`src/hw/rtl/tmb_pkg.sv`:
```
`timescale 1ns / 1ps
// ----------------------------------------------------------------------------
// tmb_pkg
// Shared types and constants of the periodic and timeout timer bank.
// ----------------------------------------------------------------------------
package tmb_pkg;

   localparam int NUM_PERIODS  = 8;
   localparam int NUM_TIMEOUTS = 8;
   localparam int COUNT_WIDTH  = 16;

   localparam int OP_W    = 3;
   localparam int ENTRY_W = 3;
   localparam int VALUE_W = 16;
   localparam int CFG_W   = 4;
   localparam int ADDR_W  = 3;
   localparam int DATA_W  = 32;

   localparam int P_IDX_W   = (NUM_PERIODS > 1) ? $clog2(NUM_PERIODS) : 1;
   localparam int T_IDX_W   = (NUM_TIMEOUTS > 1) ? $clog2(NUM_TIMEOUTS) : 1;
   localparam int SWEEP_LEN = (NUM_PERIODS > NUM_TIMEOUTS) ? NUM_PERIODS : NUM_TIMEOUTS;
   localparam int SWEEP_W   = (SWEEP_LEN > 1) ? $clog2(SWEEP_LEN) : 1;
   localparam int AW        = (SWEEP_W > ENTRY_W) ? SWEEP_W : ENTRY_W;

   localparam logic [CFG_W-1:0] CFG_RESET = CFG_W'(8);

   localparam logic REG_PERIODS  = 1'b0;
   localparam logic REG_TIMEOUTS = 1'b1;

   typedef enum logic [OP_W-1:0] {
      OP_TICK          = 3'd0,
      OP_START_PERIOD  = 3'd1,
      OP_STOP_PERIOD   = 3'd2,
      OP_QUERY_PERIOD  = 3'd3,
      OP_CLEAR_FLAG    = 3'd4,
      OP_START_TIMEOUT = 3'd5,
      OP_STOP_TIMEOUT  = 3'd6,
      OP_QUERY_TIMEOUT = 3'd7
   } op_type;

   typedef enum logic [1:0] {
      ST_IDLE,
      ST_EXEC,
      ST_SWEEP
   } state_type;

   typedef struct packed {
      logic load;
      logic exec;
      logic step;
   } cmd_type;

   typedef struct packed {
      logic sweep_last;
   } status_type;

   typedef struct packed {
      logic [CFG_W-1:0] periods_in_use;
      logic [CFG_W-1:0] timeouts_in_use;
   } cfg_type;

endpackage

```
`src/hw/rtl/tmb_csr.sv`:
```
`timescale 1ns / 1ps
// ----------------------------------------------------------------------------
// tmb_csr
// APB-style register port holding the entry counts in use.
// ----------------------------------------------------------------------------
module tmb_csr
   import tmb_pkg::*;
(
   input  logic              clock,
   input  logic              reset,
   input  logic              psel,
   input  logic              penable,
   input  logic              pwrite,
   input  logic [ADDR_W-1:0] paddr,
   input  logic [DATA_W-1:0] pwdata,
   output logic [DATA_W-1:0] prdata,
   output logic              pready,
   output cfg_type           cfg
);

   logic [CFG_W-1:0] periods_ff, periods_in;
   logic [CFG_W-1:0] timeouts_ff, timeouts_in;
   logic             wr_en;

   assign pready = 1'b1;
   assign wr_en  = psel && penable && pwrite;

   always_comb begin
      periods_in  = periods_ff;
      timeouts_in = timeouts_ff;
      if (wr_en) begin
         case (paddr[2])
            REG_PERIODS:  periods_in  = pwdata[CFG_W-1:0];
            REG_TIMEOUTS: timeouts_in = pwdata[CFG_W-1:0];
            default:      periods_in  = periods_ff;
         endcase
      end
   end

   always_ff @(posedge clock) begin
      if (reset) begin
         periods_ff  <= CFG_RESET;
         timeouts_ff <= CFG_RESET;
      end else begin
         periods_ff  <= periods_in;
         timeouts_ff <= timeouts_in;
      end
   end

   always_comb begin
      case (paddr[2])
         REG_PERIODS:  prdata = DATA_W'(periods_ff);
         REG_TIMEOUTS: prdata = DATA_W'(timeouts_ff);
         default:      prdata = '0;
      endcase
   end

   assign cfg.periods_in_use  = periods_ff;
   assign cfg.timeouts_in_use = timeouts_ff;

endmodule

```
`src/hw/rtl/tmb_ctrl.sv`:
```
`timescale 1ns / 1ps
// ----------------------------------------------------------------------------
// tmb_ctrl
// Sequencer that runs single-entry operations and the tick sweep.
// ----------------------------------------------------------------------------
module tmb_ctrl
   import tmb_pkg::*;
(
   input  logic            clock,
   input  logic            reset,
   input  logic            start,
   input  logic [OP_W-1:0] req_opcode,
   input  status_type      status,
   output cmd_type         cmd,
   output logic            busy
);

   state_type state_ff, state_in;

   always_comb begin
      state_in = state_ff;
      case (state_ff)
         ST_IDLE: begin
            if (start) begin
               state_in = (op_type'(req_opcode) == OP_TICK) ? ST_SWEEP : ST_EXEC;
            end
         end
         ST_EXEC:  state_in = ST_IDLE;
         ST_SWEEP: begin
            if (status.sweep_last) begin
               state_in = ST_IDLE;
            end
         end
         default:  state_in = ST_IDLE;
      endcase
   end

   always_comb begin
      cmd  = '0;
      busy = 1'b1;
      case (state_ff)
         ST_IDLE: begin
            busy     = 1'b0;
            cmd.load = start;
         end
         ST_EXEC:  cmd.exec = 1'b1;
         ST_SWEEP: cmd.step = 1'b1;
         default:  busy = 1'b1;
      endcase
   end

   always_ff @(posedge clock) begin
      if (reset) begin
         state_ff <= ST_IDLE;
      end else begin
         state_ff <= state_in;
      end
   end

endmodule

```
`src/hw/rtl/tmb_datapath.sv`:
```
`timescale 1ns / 1ps
// ----------------------------------------------------------------------------
// tmb_datapath
// Timer tables, one-entry update path and result register.
// ----------------------------------------------------------------------------
module tmb_datapath
   import tmb_pkg::*;
(
   input  logic               clock,
   input  logic               reset,
   input  cmd_type            cmd,
   input  cfg_type            cfg,
   input  logic [OP_W-1:0]    req_opcode,
   input  logic [ENTRY_W-1:0] req_entry_index,
   input  logic [VALUE_W-1:0] req_count_value,
   output status_type         status,
   output logic               rsp_strobe,
   output logic               rsp_ok,
   output logic               rsp_flag
);

   logic [COUNT_WIDTH-1:0] p_count_ff  [NUM_PERIODS];
   logic [COUNT_WIDTH-1:0] p_count_in  [NUM_PERIODS];
   logic [COUNT_WIDTH-1:0] p_reload_ff [NUM_PERIODS];
   logic [COUNT_WIDTH-1:0] p_reload_in [NUM_PERIODS];
   logic [NUM_PERIODS-1:0] p_active_ff, p_active_in;
   logic [NUM_PERIODS-1:0] p_done_ff, p_done_in;
   logic [COUNT_WIDTH-1:0] t_count_ff  [NUM_TIMEOUTS];
   logic [COUNT_WIDTH-1:0] t_count_in  [NUM_TIMEOUTS];

   op_type                 op_ff;
   logic [ENTRY_W-1:0]     idx_ff;
   logic [COUNT_WIDTH-1:0] val_ff;
   logic [SWEEP_W-1:0]     ptr_ff, ptr_in;

   logic                   strobe_ff, strobe_in;
   logic                   ok_ff, ok_in;
   logic                   flag_ff, flag_in;

   logic [AW-1:0]          addr;
   logic [P_IDX_W-1:0]     pa;
   logic [T_IDX_W-1:0]     ta;
   logic                   p_hit, t_hit;
   logic [COUNT_WIDTH-1:0] p_dec;

   assign addr  = cmd.step ? AW'(ptr_ff) : AW'(idx_ff);
   assign pa    = addr[P_IDX_W-1:0];
   assign ta    = addr[T_IDX_W-1:0];
   assign p_hit = (32'(addr) < NUM_PERIODS) && (32'(addr) < 32'(cfg.periods_in_use));
   assign t_hit = (32'(addr) < NUM_TIMEOUTS) && (32'(addr) < 32'(cfg.timeouts_in_use));
   assign p_dec = p_count_ff[pa] - COUNT_WIDTH'(1);

   assign status.sweep_last = (ptr_ff == SWEEP_W'(SWEEP_LEN - 1));

   always_comb begin
      p_count_in  = p_count_ff;
      p_reload_in = p_reload_ff;
      p_active_in = p_active_ff;
      p_done_in   = p_done_ff;
      t_count_in  = t_count_ff;
      ptr_in      = ptr_ff;
      strobe_in   = 1'b0;
      ok_in       = ok_ff;
      flag_in     = flag_ff;

      if (cmd.load) begin
         ptr_in = '0;
      end

      if (cmd.step) begin
         ptr_in = ptr_ff + SWEEP_W'(1);
         if (p_hit && p_active_ff[pa]) begin
            if (p_dec == '0) begin
               p_done_in[pa]  = 1'b1;
               p_count_in[pa] = p_reload_ff[pa];
            end else begin
               p_count_in[pa] = p_dec;
            end
         end
         if (t_hit && (t_count_ff[ta] != '0)) begin
            t_count_in[ta] = t_count_ff[ta] - COUNT_WIDTH'(1);
         end
         if (status.sweep_last) begin
            strobe_in = 1'b1;
            ok_in     = 1'b1;
            flag_in   = 1'b0;
         end
      end

      if (cmd.exec) begin
         strobe_in = 1'b1;
         ok_in     = 1'b0;
         flag_in   = 1'b0;
         case (op_ff)
            OP_START_PERIOD: begin
               if (p_hit) begin
                  ok_in           = 1'b1;
                  p_active_in[pa] = 1'b1;
                  p_done_in[pa]   = 1'b0;
                  p_count_in[pa]  = val_ff;
                  p_reload_in[pa] = val_ff;
               end
            end
            OP_STOP_PERIOD: begin
               if (p_hit) begin
                  ok_in           = 1'b1;
                  p_active_in[pa] = 1'b0;
               end
            end
            OP_QUERY_PERIOD: begin
               if (p_hit) begin
                  ok_in   = 1'b1;
                  flag_in = p_done_ff[pa];
               end
            end
            OP_CLEAR_FLAG: begin
               if (p_hit) begin
                  ok_in         = 1'b1;
                  p_done_in[pa] = 1'b0;
               end
            end
            OP_START_TIMEOUT: begin
               if (t_hit) begin
                  ok_in          = 1'b1;
                  t_count_in[ta] = val_ff;
               end
            end
            OP_STOP_TIMEOUT: begin
               if (t_hit) begin
                  ok_in          = 1'b1;
                  t_count_in[ta] = '0;
               end
            end
            OP_QUERY_TIMEOUT: begin
               if (t_hit) begin
                  ok_in   = 1'b1;
                  flag_in = (t_count_ff[ta] == '0);
               end
            end
            default: begin
               ok_in = 1'b1;
            end
         endcase
      end
   end

   always_ff @(posedge clock) begin
      if (reset) begin
         for (int i = 0; i < NUM_PERIODS; i++) begin
            p_count_ff[i]  <= '0;
            p_reload_ff[i] <= '0;
         end
         for (int i = 0; i < NUM_TIMEOUTS; i++) begin
            t_count_ff[i] <= '0;
         end
         p_active_ff <= '0;
         p_done_ff   <= '0;
         ptr_ff      <= '0;
         strobe_ff   <= 1'b0;
      end else begin
         p_count_ff  <= p_count_in;
         p_reload_ff <= p_reload_in;
         p_active_ff <= p_active_in;
         p_done_ff   <= p_done_in;
         t_count_ff  <= t_count_in;
         ptr_ff      <= ptr_in;
         strobe_ff   <= strobe_in;
      end
   end

   always_ff @(posedge clock) begin
      if (cmd.load) begin
         op_ff  <= op_type'(req_opcode);
         idx_ff <= req_entry_index;
         val_ff <= COUNT_WIDTH'(req_count_value);
      end
      ok_ff   <= ok_in;
      flag_ff <= flag_in;
   end

   assign rsp_strobe = strobe_ff;
   assign rsp_ok     = ok_ff;
   assign rsp_flag   = flag_ff;

endmodule

```
`src/hw/rtl/periodic_and_timeout_timer_bank.sv`:
```
`timescale 1ns / 1ps
// ----------------------------------------------------------------------------
// periodic_and_timeout_timer_bank
// Bank of periodic timers and one-shot timeouts driven by tick commands.
//
// Channel    Ports                                          Handshake
// request    req_opcode, req_entry_index, req_count_value   start && !busy
// response   rsp_ok, rsp_flag                               rsp_strobe, one cycle
// config     psel, penable, pwrite, paddr, pwdata, prdata   psel && penable && pwrite
//
// A single-entry operation is loaded at acceptance, runs in the EXEC state,
// and then has its result registered. A tick sweeps one entry of each table
// per cycle in the SWEEP state and registers its result after the last entry.
// A new transaction may be accepted in the cycle that carries the result.
// The receiver cannot hold results off, so nothing stalls an accepted transaction.
// Reset is synchronous and clears all timer state and sets both counts to 8.
// ----------------------------------------------------------------------------
module periodic_and_timeout_timer_bank
   import tmb_pkg::*;
(
   input  logic               clock,
   input  logic               reset,
   input  logic               start,
   output logic               busy,
   input  logic [OP_W-1:0]    req_opcode,
   input  logic [ENTRY_W-1:0] req_entry_index,
   input  logic [VALUE_W-1:0] req_count_value,
   output logic               rsp_strobe,
   output logic               rsp_ok,
   output logic               rsp_flag,
   input  logic               psel,
   input  logic               penable,
   input  logic               pwrite,
   input  logic [ADDR_W-1:0]  paddr,
   input  logic [DATA_W-1:0]  pwdata,
   output logic [DATA_W-1:0]  prdata,
   output logic               pready
);

   cmd_type    cmd;
   status_type status;
   cfg_type    cfg;

   tmb_csr u_csr (
      .clock   (clock),
      .reset   (reset),
      .psel    (psel),
      .penable (penable),
      .pwrite  (pwrite),
      .paddr   (paddr),
      .pwdata  (pwdata),
      .prdata  (prdata),
      .pready  (pready),
      .cfg     (cfg)
   );

   tmb_ctrl u_ctrl (
      .clock      (clock),
      .reset      (reset),
      .start      (start),
      .req_opcode (req_opcode),
      .status     (status),
      .cmd        (cmd),
      .busy       (busy)
   );

   tmb_datapath u_datapath (
      .clock           (clock),
      .reset           (reset),
      .cmd             (cmd),
      .cfg             (cfg),
      .req_opcode      (req_opcode),
      .req_entry_index (req_entry_index),
      .req_count_value (req_count_value),
      .status          (status),
      .rsp_strobe      (rsp_strobe),
      .rsp_ok          (rsp_ok),
      .rsp_flag        (rsp_flag)
   );

endmodule

```
`config.mk`:
```
export PLATFORM = sky130hd
export DESIGN_NAME = periodic_and_timeout_timer_bank
export DESIGN_NICKNAME = d
export VERILOG_FILES = /design/src/hw/rtl/tmb_pkg.sv /design/src/hw/rtl/tmb_csr.sv /design/src/hw/rtl/tmb_ctrl.sv /design/src/hw/rtl/tmb_datapath.sv /design/src/hw/rtl/periodic_and_timeout_timer_bank.sv
export SDC_FILE = /design/constraint.sdc
export NUM_CORES = 2
export LEC_CHECK = 0
export BUFFER_PORTS_ARGS = -buffer_cell sky130_fd_sc_hd__buf_2
export CORE_MARGIN = 4
export CORE_UTILIZATION = 50
export DETAILED_ROUTE_END_ITERATION = 6
export PLACE_DENSITY = 0.76
export SLEW_MARGIN = 20
export SYNTH_ARGS = -nofsm -noshare
export SYNTH_HDL_FRONTEND = slang
export SYNTH_HIERARCHICAL = 1
export SYNTH_SLANG_ARGS = --single-unit
```
`constraint.sdc`:
```
create_clock -name clock -period 7.04 [get_ports clock]
set_input_delay 0.704 -clock clock [delete_from_list [all_inputs] [get_ports clock]]
set_output_delay 0.704 -clock clock [all_outputs]
set_load 0.05 [all_outputs]
```
Word-level counts from Yosys, hierarchy flattened

Index checks and enable logic that the tools add are counted.

$add $sub $neg: 3
Order comparisons: 6
Eq/ne operators: 14
Mux-type cells: 71
Bitwise operators: 9
Reduce and logical (&&, ||, !) cells: 24

Operator list:

| operator              | number |
|---|---|
| $mux 128              | 11 |
| $bwmux 128            | 6 |
| $pmux 128 s2          | 1 |
| $bmux 16 s3           | 3 |
| $and 128x128->128     | 1 |
| $not 128->128         | 1 |
| $mux 16               | 7 |
| $mux 8                | 8 |
| $pmux 32 s2           | 1 |
| $demux 16 s3          | 1 |
| $logic_not 16->1      | 2 |
| $sub 16x1->16 const B | 2 |
| $mux 1                | 20 |
| $and 8x8->8           | 2 |
| $or 8x8->8            | 2 |
| $pmux 8 s2            | 1 |
| $reduce_bool 16->1    | 1 |
| $eq 3x3->1 const B    | 5 |
| $mux 3                | 3 |
| $lt 3x4->1            | 2 |
| $not 8->8             | 1 |
| $reduce_and 2->1      | 4 |
| $reduce_bool 2->1     | 4 |
| $bmux 1 s3            | 2 |
| 25 further kinds      | 36 |

Register bits: 438
Output and inout port bits: 37
Logic and storage cells: 163

Depth between registers and ports, before layout

Depth in word-level cells: 16
Depth in mapped cells: 22
Gate-level depth less buffers: 13

Cells and area by module

Netlist, hierarchy kept.

Modules (own cells, without submodules):

| module       | times used | cells each | area each (sq um) |
|---|---|---|---|
| tmb_datapath | 1          | 2503       | 20561.0 |
| tmb_csr      | 1          | 67         | 603.1 |
| tmb_ctrl     | 1          | 11         | 113.9 |

Worst setup path before layout

Ideal clock, no wire load.

Kind: register -> register
Start: register u_ctrl.state_ff[1]
End: register u_datapath/t_count_ff[117] (netlist name)
Setup time: 140 ps
Arrival time: 4532 ps
Required time: 6900 ps
Path slack: 2368 ps
Cell stages (with the launch flop): 22
Buffers on the path: 10
Clock period less this slack: 4672 ps
Cell sequence: dfxtp_1 nor2b_1 buf_4 buf_6 mux2_4 buf_2 buf_2 buf_2 buf_1 clkbuf_1 mux2i_1 o22ai_1 a21oi_1 clkbuf_1 ha_1 nand2_1 or4_1 clkbuf_1 nand3_1 buf_4 mux2i_1 o22ai_1

RTL lines:

| item                   | line                | text |
|---|---|---|
| from (decl)            | tmb_ctrl.sv:18      | `state_type state_ff, state_in;` |
| from (signal assigned) | tmb_ctrl.sv:56      | `state_ff <= state_in;` |
| to (signal assigned)   | tmb_datapath.sv:165 | `t_count_ff <= t_count_in;` |
| to (decl)              | tmb_datapath.sv:28  | `logic [COUNT_WIDTH-1:0] t_count_ff [NUM_TIMEOUTS];` |

==> qor.txt <==
Outcome: finished with violations
Failing checks: DRC
DR pass1 iterations: 7
CORE AREA: 42000 sq um
Simple-gate share of the synthesized area: 18.9%
WL final: 77200 um
Setup TNS: 0 ns
CP Capture Point: u_datapath/p_count_ff[56]$_SDFF_PP0_
Post-Synthesis Cell Area: 21300 sq um
Post-CTS sizing: 0
Power Density: 242 nW/um^2
Slew Viols, Final: 0
Reg clk slew, reported paths: 0.06 ns
Clock Path Buffers: 3
Placed Area: 21800 sq um
ANT nets after route: 0
Tmin final: 6.37 ns
Global Route Usage Sum: 31.8%
Sequential area share after synthesis: 42.3%
Asr flop ratio synth: 0%
Crit-path cells: nor2b_4 -> or3_1 -> and2_1 -> a21oi_1 -> nor4_2 -> nand3_2 -> or4_1 -> or3_4 -> a2111oi_4 -> buf_4 -> nand3_1 -> a221oi_1
Die area: 45900 sq um
Worst path arrival time: 6.86 ns
Fin crit share: 90.5%
Most frequent cells in the layout: 470 x nand2_1, 414 x dfxtp_1, 297 x a21oi_1, 163 x o22ai_1, 160 x nor2_1
Fraction of layout cells with a size suffix above 1: 9.47%
Relative slew slack: 16.9%
CP Launch Type: register
TritonCTS Buffers: 47
Compound-gate portion of the synthesized area: 22.8%
Crit path max-delay cell type: and2_1
# Post-CTS Setup Buffers: 0
CTS tree: done
Clock Skews: 0.0217 ns
Syn_area_per_cell: 8.24 sq um
Comb pwr share: 8.7%
Synth Register Bits: 438
Main combinational cell family by area after synthesis: compound AO/OA/AOI/OAI gates
Achievable Freq: 0.157 GHz
Crit path max-delay family: simple AND/OR/NAND/NOR gates
IR drop worst, VDD: 0.000220 V
Overflow after GRT: 0
Total leakage power: 8.06 nW
CP required: 7.53 ns
Final instance area: 23400 sq um
Worst r2r dst: u_datapath/p_count_ff[56]$_SDFF_PP0_
Post-synthesis xor/xnor area fraction: 1.15%
1st-iter DRT viols: 3468
Setup CP Type: register to register
Final setup violation count: 0
Worst reg2reg path depth: 12
Synth Flop Type: dfxtp_1
Antenna Cells: 0
RSZ-0062 raised after global routing: no
Commonest non-fill, non-tap cell in the layout: nand2_1
# fillers: 3705
WP depth: 12
Post-Synthesis Cells: 2581
Via count: 21313
Row count: 75
Pint: 4.16 mW
Sw Pwr: 1.49 mW
Clock network fraction of design power: 45.7%
Clk_lat worst skew: 0.60 ns
Fin. Hold Viols: 0
Maxcap violations: 0
YS warnings: 6
Slew @ Worst Pin: 1.25 ns
Hold Buf Count CTS: 0
Capturing element type of the critical path: register
H-tree depth: 2
Die height: 214 um
Post-synthesis mux area share: 8.02%
Nets: 2601
Detailed Place HPWL: 46100 um
Clock root cell: clkbuf_16
Adder-Cell Fraction of Synth Area: 0.588%
Initial antenna violation count: 2
Drt via density: 6.87
Launching point of the worst reg2reg path: u_ctrl/state_ff[1]$_SDFFE_PP0P_
DR WL/cell: 24.9 um
Initial Util: 50.6%
Number of synthesized flops with an enable pin: 24
Synthesis-to-finish area growth: 9.96%
Worst min path class: input port to register
WP buf/inv: 1
Die Width: 214 um
Netlist cell types: 85
Number of global-route vias before repair: 20462
Port bufs: 40
# DRC: 1
Worst reg2reg setup slack: 0.67 ns
Placer Congestion: 0.941
Crit-path max cell delay: 1.01 ns
Sw Share: 26.4%
Critical path peak fanout: 57
# IOs: 100
Critical path launch point: u_ctrl/state_ff[1]$_SDFFE_PP0P_
# clock sinks: 438
Largest net degree at the start of global routing: 116
First-pass GRT wire length: 118000 um
Share of power burned in registers: 45.6%
-- worst min-delay path by stage --
stage	cells past startpoint	from	slack, ns	endpoint
3_5_place_dp	2	u_datapath/p_reload_ff[45]$_SDFFE_PP0P_	0.45	u_datapath/p_reload_ff[45]$_SDFFE_PP0P_
2_1_floorplan	2	u_datapath/p_reload_ff[0]$_SDFFE_PP0P_	0.43	u_datapath/p_reload_ff[0]$_SDFFE_PP0P_
6_report	1	req_count_value[5]	0.28	u_datapath/val_ff[5]$_DFFE_PP_
4_1_cts	1	req_count_value[5]	0.26	u_datapath/val_ff[5]$_DFFE_PP_
3_3_place_gp	2	u_datapath/p_reload_ff[16]$_SDFFE_PP0P_	0.44	u_datapath/p_reload_ff[16]$_SDFFE_PP0P_
5_1_grt	1	req_count_value[3]	0.27	u_datapath/val_ff[3]$_DFFE_PP_
-- per-stage QoR --
| step | hold WS [ns] | utilization [%] | power [mW] | setup slack [ns] | cells |
|---|---|---|---|---|---|
| 2_1_floorplan | 0.432 | - | 2.93 | 2.37 | 2608 |
| 3_3_place_gp | 0.437 | 51.8 | 3.08 | 1.15 | 3018 |
| 3_5_place_dp | 0.447 | 51.8 | 3.09 | 0.984 | 3018 |
| 4_1_cts | 0.264 | 55.6 | 5.63 | 0.940 | 3104 |
| 5_1_grt | 0.273 | 55.7 | 5.79 | 0.479 | 3104 |
| 6_report | 0.275 | 55.7 | 5.65 | 0.669 | 3104 |
-- final cells by class --
cell class | instances | area (sq um) | area share [%]
Clock buffer | 64 | 1340 | 5.73
Clock inverter | 22 | 255 | 1.09
Inverter | 27 | 103 | 0.439
Multi-Input combinational cell | 1888 | 11100 | 47.6
Sequential cell | 438 | 9010 | 38.5
Tap cell | 539 | 674 | 2.88
Timing Repair Buffer | 126 | 877 | 3.75
-- logic make-up (layout without fill, tap and decap cells) --
| group | Yosys count | after routing |
|---|---|---|
| other cells | 2 | 29 |
| mux | 165 | 165 |
| flops | 438 | 438 |
| buf+inv | 282 | 239 |
| compound gates | 756 | 756 |
| xor+xnor | 28 | 28 |
| fa+ha+maj | 10 | 10 |
| simple gates | 900 | 900 |
-- power groups by stage --
stage	Combinational [mW]	Clock, mW	Sequential, mW
4_1_cts	0.467	2.59	2.57
5_1_grt	0.509	2.71	2.57
3_3_place_gp	0.457	0	2.62
6_report	0.493	2.58	2.58
2_1_floorplan	0.345	0	2.59
3_5_place_dp	0.465	0	2.63
-- sequential cells by signal, indices dropped and copies added, names as in the netlist, 3 cells and up, named ones only --
register,cells
u_datapath/p_count_ff,128
u_datapath/val_ff,16
u_datapath/t_count_ff,128
u_csr/periods_ff,4
u_datapath/op_ff,3
u_datapath/p_reload_ff,128
u_datapath/idx_ff,3
u_datapath/p_done_ff,8
u_csr/timeouts_ff,4
u_datapath/ptr_ff,3
-- per-layer routing --
| metal | vias up | global-route usage, % | part of all wire, % |
|---|---|---|---|
| li1 | 9238 | - | - |
| met4 | 4 | 19.1 | 6.8 |
| met2 | 1753 | 48.4 | 43 |
| met1 | 9903 | 40.0 | 36 |
| met3 | 415 | 9.32 | 14 |
| met5 | - | 0 | 0.034 |
-- synthesized netlist by cell type (all sizes together), types with 9 or more instances --
| master | number | area share (%) |
|---|---|---|
| a211oi | 23 | 0.81 |
| a21boi | 11 | 0.39 |
| a21o | 9 | 0.32 |
| a21oi | 297 | 7.0 |
| a22oi | 10 | 0.35 |
| a311oi | 10 | 0.41 |
| a31oi | 22 | 0.65 |
| and2 | 12 | 0.35 |
| buf | 99 | 2.9 |
| clkbuf | 156 | 2.8 |
| dfxtp | 414 | 39 |
| edfxtp | 24 | 3.4 |
| ha | 10 | 0.59 |
| inv | 26 | 0.46 |
| mux2i | 155 | 7.4 |
| nand2 | 470 | 8.3 |
| nand2b | 13 | 0.38 |
| nand3 | 131 | 3.1 |
| nand4 | 10 | 0.29 |
| nor2 | 160 | 2.8 |
| nor2b | 13 | 0.38 |
| nor3 | 19 | 0.47 |
| nor4 | 24 | 0.97 |
| o211ai | 10 | 0.35 |
| o21ai | 40 | 0.94 |
| o221ai | 102 | 4.2 |
| o22ai | 163 | 4.8 |
| xnor2 | 16 | 0.66 |
| xor2 | 12 | 0.49 |
Power figures use the tool's default switching activity.
